File: src/lved_pkg.sv
// Shared types, command codes and helpers for the edit-distance engine.
package lved_pkg;

  // Default longest string held on either side
  localparam int LVED_MAX_LEN = 32;
  localparam int SYM_W  = 8;
  localparam int DIST_W = 6;

  // Command codes
  localparam logic [1:0] FN_CLEAR  = 2'd0;
  localparam logic [1:0] FN_APPEND = 2'd1;
  localparam logic [1:0] FN_ANSWER = 2'd2;
  localparam logic [1:0] FN_FINISH = 2'd3;

  typedef struct packed {
    logic [1:0]       func;
    logic [SYM_W-1:0] symbol;
  } lved_in_t;

  typedef struct packed {
    logic [DIST_W-1:0] distance;
    logic              overflow;
  } lved_out_t;

  // Token that walks down the cell row, one cell per cycle
  typedef struct packed {
    logic             vld;  // answer byte wave
    logic             rld;  // reload cost to its index
    logic             fin;  // finish: target cell reports its cost
    logic             ovf;  // overflow flag that goes with a finish
    logic [SYM_W-1:0] sym;
  } lved_wave_t;

  // Clamp a cost to the distance field
  function automatic logic [DIST_W-1:0] sat_dist(input logic [15:0] v);
    logic [DIST_W-1:0] r;
    if (v > 16'((1 << DIST_W) - 1)) begin
      r = '1;
    end else begin
      r = v[DIST_W-1:0];
    end
    return r;
  endfunction

endpackage

File: src/lved_cell.sv
// One reference position: holds its character and its row cost, passes waves on.
module lved_cell #(
  parameter int IDX = 1,
  parameter int CW  = 6
) (
  input  logic                      clk,
  input  logic                      rst_n,
  input  lved_pkg::lved_wave_t      wave_in,
  input  logic [CW-1:0]             diag_in,
  input  logic [CW-1:0]             left_cost,
  input  logic [CW-1:0]             ref_len,
  input  logic                      app_we,
  input  logic [lved_pkg::SYM_W-1:0] app_sym,
  output lved_pkg::lved_wave_t      wave_out,
  output logic [CW-1:0]             diag_out,
  output logic [CW-1:0]             cost,
  output logic                      emit
);
  import lved_pkg::*;

  logic [SYM_W-1:0] ch_r;
  logic [CW-1:0]    cost_r, cost_nxt;
  logic [CW-1:0]    diag_r;
  lved_wave_t       wave_r;
  logic [CW-1:0]    m1, m2;

  // Reference character, written when the append lands on this position
  always_ff @(posedge clk) begin
    if (app_we && ref_len == CW'(IDX - 1)) begin
      ch_r <= app_sym;
    end
  end

  // Cost update: reload to index, match takes diagonal, else min of three + 1
  always_comb begin
    m1 = (diag_in < cost_r) ? diag_in : cost_r;
    m2 = (m1 < left_cost) ? m1 : left_cost;
    cost_nxt = cost_r;
    if (wave_in.rld) begin
      cost_nxt = CW'(IDX);
    end else if (wave_in.vld) begin
      if (ch_r == wave_in.sym) begin
        cost_nxt = diag_in;
      end else begin
        cost_nxt = m2 + CW'(1);
      end
    end
  end

  always_ff @(posedge clk) begin
    if (!rst_n) begin
      cost_r <= CW'(IDX);
      wave_r <= '0;
    end else begin
      cost_r <= cost_nxt;
      wave_r <= wave_in;
    end
  end

  // Old cost becomes the next cell's diagonal
  always_ff @(posedge clk) begin
    diag_r <= cost_r;
  end

  assign wave_out = wave_r;
  assign diag_out = diag_r;
  assign cost     = cost_r;
  assign emit     = wave_in.fin && (ref_len == CW'(IDX));

endmodule

File: src/levenshtein_edit_distance.sv
// Edit-distance engine: command decode, column zero and the row of cells.
//
// Usage: drive in_item and raise start; a command transfers at a rising edge
// where start is high and busy is low. Commands: clear reference, append a
// reference byte, answer byte, finish answer. Only finish gives a result.
// Each answer byte walks down a row of MAX_LEN cells, one cell per cycle, so
// answer bytes, appends and clears are taken every cycle while busy is low.
// Finish with reference length m > 0: the result appears on out_item with
// out_valid high for one cycle, registered once the finish token reaches cell m;
// busy stays high while the finish token travels down to cell m.
// Finish with an empty reference: result in the next cycle, no busy time.
// The result is shown for exactly one cycle; the receiver cannot stall it.
// Reset (synchronous, rst_n low) empties the reference and the answer and
// reloads every cell with its own index; no clearing pass is needed.
module levenshtein_edit_distance #(
  parameter int MAX_LEN = lved_pkg::LVED_MAX_LEN
) (
  input  logic                clk,
  input  logic                rst_n,
  input  logic                start,
  output logic                busy,
  input  lved_pkg::lved_in_t  in_item,
  output logic                out_valid,
  output lved_pkg::lved_out_t out_item
);
  import lved_pkg::*;

  localparam int CW = $clog2(MAX_LEN + 1);

  logic            acc;
  logic [CW-1:0]   m_r, m_nxt;
  logic [CW-1:0]   alen_r, alen_nxt;
  logic            ovf_ans_r, ovf_ans_nxt;
  logic            ovf_ref_r, ovf_ref_nxt;
  logic [CW-1:0]   fin_cnt_r, fin_cnt_nxt;
  lved_wave_t      wave0_r, wave0_nxt;
  logic [CW-1:0]   diag0_r, diag0_nxt;
  logic            out_valid_r, out_valid_nxt;
  lved_out_t       out_item_r, out_item_nxt;
  logic            app_we;

  lved_wave_t      wave [0:MAX_LEN-1];
  logic [CW-1:0]   diag [0:MAX_LEN-1];
  logic [CW-1:0]   cost [0:MAX_LEN];
  logic [MAX_LEN:1] emit;
  logic            emit_any;
  logic [CW-1:0]   sel_cost;
  logic            sel_ovf;

  assign acc    = start && !busy;
  assign busy   = (fin_cnt_r != '0);
  assign app_we = acc && (in_item.func == FN_APPEND) && (m_r < CW'(MAX_LEN));

  // Column zero: its cost is the answer length
  assign wave[0]  = wave0_r;
  assign diag[0]  = diag0_r;
  assign cost[0]  = alen_r;

  // Command decode
  always_comb begin
    m_nxt         = m_r;
    alen_nxt      = alen_r;
    ovf_ans_nxt   = ovf_ans_r;
    ovf_ref_nxt   = ovf_ref_r;
    fin_cnt_nxt   = busy ? fin_cnt_r - CW'(1) : fin_cnt_r;
    wave0_nxt     = '0;
    diag0_nxt     = alen_r;
    out_valid_nxt = 1'b0;
    out_item_nxt  = '0;
    if (acc) begin
      wave0_nxt.sym = in_item.symbol;
      unique case (in_item.func)
        FN_CLEAR: begin
          m_nxt         = '0;
          ovf_ref_nxt   = 1'b0;
          alen_nxt      = '0;
          ovf_ans_nxt   = 1'b0;
          wave0_nxt.rld = 1'b1;
        end
        FN_APPEND: begin
          if (m_r < CW'(MAX_LEN)) begin
            m_nxt = m_r + CW'(1);
          end else begin
            ovf_ref_nxt = 1'b1;
          end
          alen_nxt      = '0;
          ovf_ans_nxt   = 1'b0;
          wave0_nxt.rld = 1'b1;
        end
        FN_ANSWER: begin
          if (alen_r == CW'(MAX_LEN)) begin
            ovf_ans_nxt = 1'b1;
          end else begin
            alen_nxt      = alen_r + CW'(1);
            wave0_nxt.vld = 1'b1;
          end
        end
        FN_FINISH: begin
          alen_nxt      = '0;
          ovf_ans_nxt   = 1'b0;
          wave0_nxt.rld = 1'b1;
          if (m_r == '0) begin
            // empty reference: distance is the answer length
            out_valid_nxt         = 1'b1;
            out_item_nxt.distance = sat_dist(16'(alen_r));
            out_item_nxt.overflow = ovf_ans_r | ovf_ref_r;
          end else begin
            wave0_nxt.fin = 1'b1;
            wave0_nxt.ovf = ovf_ans_r | ovf_ref_r;
            fin_cnt_nxt   = m_r;
          end
        end
        default: ;
      endcase
    end
    // Finish token reached cell m
    if (emit_any) begin
      out_valid_nxt         = 1'b1;
      out_item_nxt.distance = sat_dist(16'(sel_cost));
      out_item_nxt.overflow = sel_ovf;
    end
  end

  always_ff @(posedge clk) begin
    if (!rst_n) begin
      m_r         <= '0;
      alen_r      <= '0;
      ovf_ans_r   <= 1'b0;
      ovf_ref_r   <= 1'b0;
      fin_cnt_r   <= '0;
      wave0_r     <= '0;
      out_valid_r <= 1'b0;
    end else begin
      m_r         <= m_nxt;
      alen_r      <= alen_nxt;
      ovf_ans_r   <= ovf_ans_nxt;
      ovf_ref_r   <= ovf_ref_nxt;
      fin_cnt_r   <= fin_cnt_nxt;
      wave0_r     <= wave0_nxt;
      out_valid_r <= out_valid_nxt;
    end
  end

  // Payload registers
  always_ff @(posedge clk) begin
    diag0_r    <= diag0_nxt;
    out_item_r <= out_item_nxt;
  end

  // Row of cells, one per reference position
  for (genvar j = 1; j <= MAX_LEN; j++) begin : g_cell
    if (j < MAX_LEN) begin : g_mid
      lved_cell #(.IDX(j), .CW(CW)) u_cell (
        .clk       (clk),
        .rst_n     (rst_n),
        .wave_in   (wave[j-1]),
        .diag_in   (diag[j-1]),
        .left_cost (cost[j-1]),
        .ref_len   (m_r),
        .app_we    (app_we),
        .app_sym   (in_item.symbol),
        .wave_out  (wave[j]),
        .diag_out  (diag[j]),
        .cost      (cost[j]),
        .emit      (emit[j])
      );
    end else begin : g_last
      lved_cell #(.IDX(j), .CW(CW)) u_cell (
        .clk       (clk),
        .rst_n     (rst_n),
        .wave_in   (wave[j-1]),
        .diag_in   (diag[j-1]),
        .left_cost (cost[j-1]),
        .ref_len   (m_r),
        .app_we    (app_we),
        .app_sym   (in_item.symbol),
        .wave_out  (),
        .diag_out  (),
        .cost      (cost[j]),
        .emit      (emit[j])
      );
    end
  end

  // Pick the cost of the reporting cell (at most one reports)
  always_comb begin
    emit_any = 1'b0;
    sel_cost = '0;
    sel_ovf  = 1'b0;
    for (int k = 1; k <= MAX_LEN; k++) begin
      if (emit[k]) begin
        emit_any = 1'b1;
        sel_cost = sel_cost | cost[k];
        sel_ovf  = sel_ovf | wave[k-1].ovf;
      end
    end
  end

  assign out_valid = out_valid_r;
  assign out_item  = out_item_r;

endmodule

File: config.mk
export PLATFORM = sky130hd
export DESIGN_NAME = levenshtein_edit_distance
export DESIGN_NICKNAME = d
export VERILOG_FILES = /design/src/lved_pkg.sv /design/src/lved_cell.sv /design/src/levenshtein_edit_distance.sv
export SDC_FILE = /design/constraint.sdc
export NUM_CORES = 2
export LEC_CHECK = 0
export BUFFER_PORTS_ARGS = -buffer_cell sky130_fd_sc_hd__buf_2
export CAP_MARGIN = 20
export CORE_MARGIN = 2
export CORE_UTILIZATION = 55
export DETAILED_ROUTE_END_ITERATION = 8
export PLACE_DENSITY = 0.69
export SLEW_MARGIN = 40
export SYNTH_ARGS = -nofsm -noshare
export SYNTH_HDL_FRONTEND = slang
export SYNTH_SLANG_ARGS = --single-unit
File: constraint.sdc
create_clock -name clk -period 5.8 [get_ports clk]
set_input_delay 0.29 -clock clk [delete_from_list [all_inputs] [get_ports clk]]
set_output_delay 0.29 -clock clk [all_outputs]
set_load 0.005 [all_outputs]
### After elaboration in Yosys (flattened, before gate mapping)

Cells that the tools add are included.

| word-level totals | value |
|---|---|
| register bits after elaboration | 1052 |
| bits of input ports | 13 |
| output and inout bits | 9 |
| logic and storage cells | 830 |

| cells by class | value |
|---|---|
| add/subtract/negate cells | 35 |
| $lt $le $gt $ge | 65 |
| eq/ne operators | 72 |
| multiplexer cells | 215 |
| bitwise gates (word level) | 66 |
| reduce and logical (&&, ||, !) cells | 113 |

Operators with widths:

| operator | count |
|---|---|
| 2-to-1 mux 6 bit | 134 |
| < comparator 6 bit | 64 |
| == test 8 bit | 32 |
| adder 6 x 1 -> 6 bit (second input constant) | 34 |
| bitwise OR 6 bit | 31 |
| == test 6 x 5 -> 1 bit (second input constant) | 16 |
| 2-to-1 mux 1 bit | 72 |
| logical AND 1 bit | 67 |
| OR reduction 2 bit | 32 |
| == test 6 x 4 -> 1 bit (second input constant) | 8 |
| bitwise OR 1 bit | 32 |
| 2-to-1 mux 7 bit | 4 |
| == test 6 x 3 -> 1 bit (second input constant) | 4 |
| one-hot mux 6 bit (2 select lines) | 2 |
| == test 6 x 2 -> 1 bit (second input constant) | 2 |
| == test 6 bit (second input constant) | 2 |
| AND reduction 3 bit | 4 |
| == test 6 x 1 -> 1 bit (second input constant) | 1 |
| zero test 6 bit | 1 |
| < comparator 6 bit (second input constant) | 1 |
| inequality test 2 bit (second input constant) | 3 |
| AND reduction 2 bit | 3 |
| nonzero test 6 bit | 1 |
| subtractor 6 x 1 -> 6 bit (second input constant) | 1 |
| 11 further kinds | 15 |

### Depth between registers and ports, before layout

| logic depth | value |
|---|---|
| depth after elaboration | 66 |
| depth in mapped cells | 24 |
| mapped depth without buffers | 22 |

### Cells and area by module

Synthesis repeated with hierarchy kept, for this count alone.

| second synthesis, totals | value |
|---|---|
| cells, all modules | 6017 |
| area total of the unflattened synthesis | 58954.0 um^2 |

By module, submodules not included:

| module | instances | cells each | area an instance (um^2) | sequential area each (um^2) |
|---|---|---|---|---|
| lved_cell at g_cell[23].g_mid.u_cell ... | 2 | 179 | 1770.4 | 720.7 |
| levenshtein_edit_distance | 1 | 383 | 3216.8 | 920.9 |
| lved_cell at g_cell[22].g_mid.u_cell | 1 | 180 | 1774.2 | 720.7 |
| lved_cell at g_cell[10].g_mid.u_cell | 1 | 183 | 1773.0 | 720.7 |
| lved_cell at g_cell[15].g_mid.u_cell | 1 | 178 | 1771.7 | 720.7 |
| lved_cell at g_cell[20].g_mid.u_cell | 1 | 180 | 1771.7 | 720.7 |
| lved_cell at g_cell[8].g_mid.u_cell | 1 | 181 | 1771.7 | 720.7 |
| lved_cell at g_cell[12].g_mid.u_cell | 1 | 178 | 1769.2 | 720.7 |
| lved_cell at g_cell[7].g_mid.u_cell | 1 | 179 | 1766.7 | 720.7 |
| lved_cell at g_cell[14].g_mid.u_cell | 1 | 179 | 1765.4 | 720.7 |
| lved_cell at g_cell[21].g_mid.u_cell | 1 | 176 | 1765.4 | 720.7 |
| lved_cell at g_cell[11].g_mid.u_cell | 1 | 183 | 1764.2 | 720.7 |
| lved_cell at g_cell[4].g_mid.u_cell | 1 | 180 | 1764.2 | 720.7 |
| lved_cell at g_cell[6].g_mid.u_cell | 1 | 181 | 1762.9 | 720.7 |
| +18 rows | -- | -- | -- | -- |

### Worst setup path after synthesis

OpenSTA, ideal clock, no wires.

| path | value |
|---|---|
| path type | register to register |
| from | register g_cell[32].g_last.u_cell.cost_r[2] |
| to | register g_cell[32].g_last.u_cell.cost_r[4] |
| setup time | 60 ps |
| arrival | 4361 ps |
| data required time | 5740 ps |
| slack | 1379 ps |
| cell stages (with the launch flop) | 21 |
| buffers on the path | 0 |
| period minus slack after synthesis | 4421 ps |
| path through | dfxtp_1 inv_1 ha_1 a21o_1 a31oi_1 o21ai_1 a21oi_1 mux2_2 ha_1 a21o_1 a21o_1 a221o_1 a31oi_1 a41oi_2 a21oi_1 ha_1 nand3_1 xnor2_1 and2_0 nor4_1 o221a_1 |

| on the way | value |
|---|---|
| longest elaborated chain between the ends | 6 |

RTL lines:

| element | line | text |
|---|---|---|
| start: declaration | lved_cell.sv:22 | `logic [CW-1:0] cost_r, cost_nxt;` |
| start signal: assignment | lved_cell.sv:52 | `cost_r <= CW'(IDX);` |
| start signal: assignment | lved_cell.sv:55 | `cost_r <= cost_nxt;` |
| < comparator 6 bit | lved_cell.sv:36 | `m1 = (diag_in < cost_r) ? diag_in : cost_r;` |
| 2-to-1 mux 6 bit * | lved_cell.sv:36 |  |
| < comparator 6 bit | lved_cell.sv:37 | `m2 = (m1 < left_cost) ? m1 : left_cost;` |
| 2-to-1 mux 6 bit * | lved_cell.sv:37 |  |
| adder 6 x 1 -> 6 bit * | lved_cell.sv:45 | `cost_nxt = m2 + CW'(1);` |
| 2-to-1 mux 6 bit * | lved_cell.sv:42 | `if (ch_r == wave_in.sym) begin` |

Every way passes the cells marked *; elsewhere a longest branch is shown, timed or not.
A chain may end at the register's enable or synchronous reset.

### Final worst setup path

Ends and elaborated chain as after synthesis.

==> flow_summary.toml <==
[clock_network]
cts-root-buf = "clkbuf_16"
post_cts_buffers = 0
htree_levels = 3
path_clk_slew_ns = 0.06
clock-sinks = 1052
cts_tree = "built"
clock_latency_ns = 0.72
cts_buffers = 108
clock_path_buffers = 3

[global_routing]
grt_pass1_wl_um = 223000
grt_usage_pct = 28.6
antenna_found_initial = 7
grt_max_degree = 177
grt_pass1_vias = 38589
grt_overflow_total = 0

[status]
violations = "negative hold slack"
status = "complete, but fails checks"

[worst_setup_path]
timing.rr.end = "g_cell[32].g_last.u_cell.cost[4]"
rr_startpoint = "g_cell[32].g_last.u_cell.cost[2]"
path_max_fanout = 9
cp.required_ns = 6.45
critPathKind = "flop to flop"
end_kind = "flop"
r2r_slack_ns = 0.70
startpoint_type = "flop"
rr_worst_depth = 21
worstPathArrival_ns = 5.76

[drt]
avgRoutedWirePerCell_um = 21.3
antenna_left = 0
totalWireLength_um = 143000
drc_errors = 0
drtIter0Drc = 3554
vias = 39829
viasPerCell = 5.93
dr.pass1.iters = 7

[floorplan]
die_x_um = 316
die_h_um = 316
rows = 114
ioPinCount = 22
initial_core_util_pct = 55.4
core_area_mm2 = 0.0964
dieArea_mm2 = 0.0996

[cells_and_area]
design_area_mm2 = 0.0585
drive_gt1_share_pct = 8.80
nets = 5722
area_growth_pct = 9.55

[timing]
hold_viol_final = 1
setup_viol_count_final = 0
fmax_mhz = 196
setup_tns_ns = 0
whs_ns = -0.000375
slew_violations = 0
fin_crit_ns = 5.10
rsz0062_at_grt = "no"
post-route-period-util_pct = 88.0
skew_ns = 0.0536
slew_headroom_pct = 39.3
tightest_slew_ns = 0.903

[min_path]
hold_depth = 2
hold_end = "g_cell[26].g_mid.u_cell.wave_out[10]"
hold_class = "primary input to flop"
worstHoldStart = "rst_n"

[placement]
hpwl_um = 106000
place_congestion = 0.982
io_buffers = 21
place_area_mm2 = 0.0546

[logic_synthesis]
synth_common_cells = "dfxtp_1 (796), and2_1 (398), ha_1 (360), inv_1 (291), nor2_1 (289)"
yosysSeqAreaShare_pct = 44.2
synth_top_cell_by_area = "dfxtp_1"
ys_ff_latch = 1052
syn_nets = 5726
synthDistinctLibCells = 94
synth_area_leaders = "dfxtp_1 (30%), edfxtp_1 (14%), ha_1 (8.4%)"
yosysTopAreaCellShare_pct = 29.8
synth.most_common_cell = "dfxtp_1"
synth-main-ff-cell = "dfxtp_1"
yosys_warnings = 0
avgSynthCellArea_um2 = 9.98
syn_inst = 5353
syn_area_mm2 = 0.0534
ys_async_sr_fraction_pct = 0
synth_edf_count = 256

[power]
total_power_mw = 15.4
peakVddDrop_v = 0.000327
comb_power_share_pct = 3.8
p_sw_mw = 3.48
clkPwrFrac_pct = 46.9
leakagePower_nw = 24.2
p_per_area_mw_per_mm2 = 263
power.internal_mw = 11.9
p_sw_share_pct = 22.6
seqPwrFrac_pct = 49.3

[job]
max-cap-violations = 0
-- cell usage in the layout (no fill, tap or decap), types with 66 or more instances in the layout --
cell	n
xor2_1	224
nand4_1	78
dfxtp_1	796
inv_1	291
ha_1	360
nand2b_1	84
a22oi_1	67
nand3_1	94
o21a_1	66
xnor2_1	168
nand2_1	288
mux2_2	175
clkbuf_16	109
and3_1	121
mux2i_1	179
a21oi_1	239
o21ai_1	79
o21ai_0	196
nor2_1	286
and2_1	398
edfxtp_1	256
-- cells by family (layout without fill, tap and decap cells) --
family	after synthesis	in the layout	synth area share [%]
adder cells (fa/ha/maj)	360	360	8.43
XOR/XNOR	392	392	6.43
flip-flops	1052	1052	44.2
AO/OA/AOI/OAI	1094	1094	14.1
AND/OR/NAND/NOR	1638	1638	16.3
multiplexers	361	361	7.20
other	0	3	0
buffers and inverters	456	544	3.31
-- critical path: stages, from the launching register on --
cell	delay, ns
dfxtp_1	0.37
inv_1	0.09
ha_1	0.30
a21o_1	0.16
a31oi_1	0.25
o21ai_1	0.11
a21oi_1	0.23
buf_4	0.18
mux2_2	0.35
ha_1	0.30
a21o_1	0.16
a21o_1	0.18
a221o_1	0.34
a31oi_1	0.26
a41oi_2	0.33
a21oi_1	0.26
ha_1	0.24
nand3_1	0.11
xnor2_1	0.15
and2_0	0.15
nor4_1	0.28
o221a_1	0.24
-- per-stage QoR --
stage | std cells | util [%] | setup WS, ns
3_5_place_dp | 6509 | 56.7 | 0.800
3_3_place_gp | 6509 | 56.7 | 0.763
5_1_grt | 6717 | 60.7 | 0.376
6_report | 6720 | 60.7 | 0.696
2_1_floorplan | 5353 | - | 1.38
4_1_cts | 6714 | 60.6 | 0.733
-- power groups by stage --
stage | clock network [mW] | registers [mW] | logic, mW
3_3_place_gp | 0 | 7.75 | 0.571
5_1_grt | 7.61 | 7.59 | 0.663
3_5_place_dp | 0 | 7.75 | 0.579
6_report | 7.22 | 7.59 | 0.590
2_1_floorplan | 0 | 7.74 | 0.400
4_1_cts | 7.32 | 7.59 | 0.583
-- layout make-up --
class,instances,area [um^2]
inverter,292,1100
tap,1276,1600
clock inverter,50,692
clock buffer,152,3060
fill,8166,37900
sequential,1052,23600
multi-input combinational,3845,28000
antenna,3,7.51
timing repair buffer,50,393
-- per-layer routing --
layer  global-route usage [%]  vias to the layer above  wire length, um  share of wire (%)
li1                         -                    19211                -                  -
met1                     39.7                    19166            65500                 46
met2                     44.7                     1184            62900                 44
met3                     5.17                      264             9180                6.4
met4                     10.3                        4             5410                3.8
met5                        0                        -               22              0.015
-- worst max-delay path by stage --
stage	startpoint	to	slack, ns	cells past startpoint
6_report	g_cell[32].g_last.u_cell.cost[2]	g_cell[32].g_last.u_cell.cost[4]	0.70	21
5_1_grt	g_cell[32].g_last.u_cell.cost[2]	g_cell[32].g_last.u_cell.cost[4]	0.38	21
4_1_cts	g_cell[32].g_last.u_cell.cost[2]	g_cell[32].g_last.u_cell.cost[4]	0.73	21
3_5_place_dp	g_cell[32].g_last.u_cell.cost[2]	g_cell[32].g_last.u_cell.cost[4]	0.80	21
3_3_place_gp	g_cell[32].g_last.u_cell.cost[2]	g_cell[32].g_last.u_cell.cost[4]	0.76	21
2_1_floorplan	g_cell[32].g_last.u_cell.cost[2]	g_cell[32].g_last.u_cell.cost[4]	1.38	20
-- flip-flops by register name, summed over array words and instances, names as in the netlist --
signal                        flops
wave                             12
out_valid                         1
ovf_ref_r                         1
alen_r                            6
g_cell.g_last.u_cell.cost         6
diag0_r                           6
g_cell.g_mid.u_cell.diag_out    186
out_item                          7
m_r                               6
fin_cnt_r                         6
g_cell.g_mid.u_cell.ch_r        248
g_cell.g_mid.u_cell.wave_out    372
ovf_ans_r                         1
g_cell.g_mid.u_cell.cost        186
g_cell.g_last.u_cell.ch_r         8
-- what timing repair did --
item	in CTS	in global routing
resized for setup	0	0
endpoints found under the hold margin	3	10
hold buffers	3	1
Power figures use the tool's default switching activity.
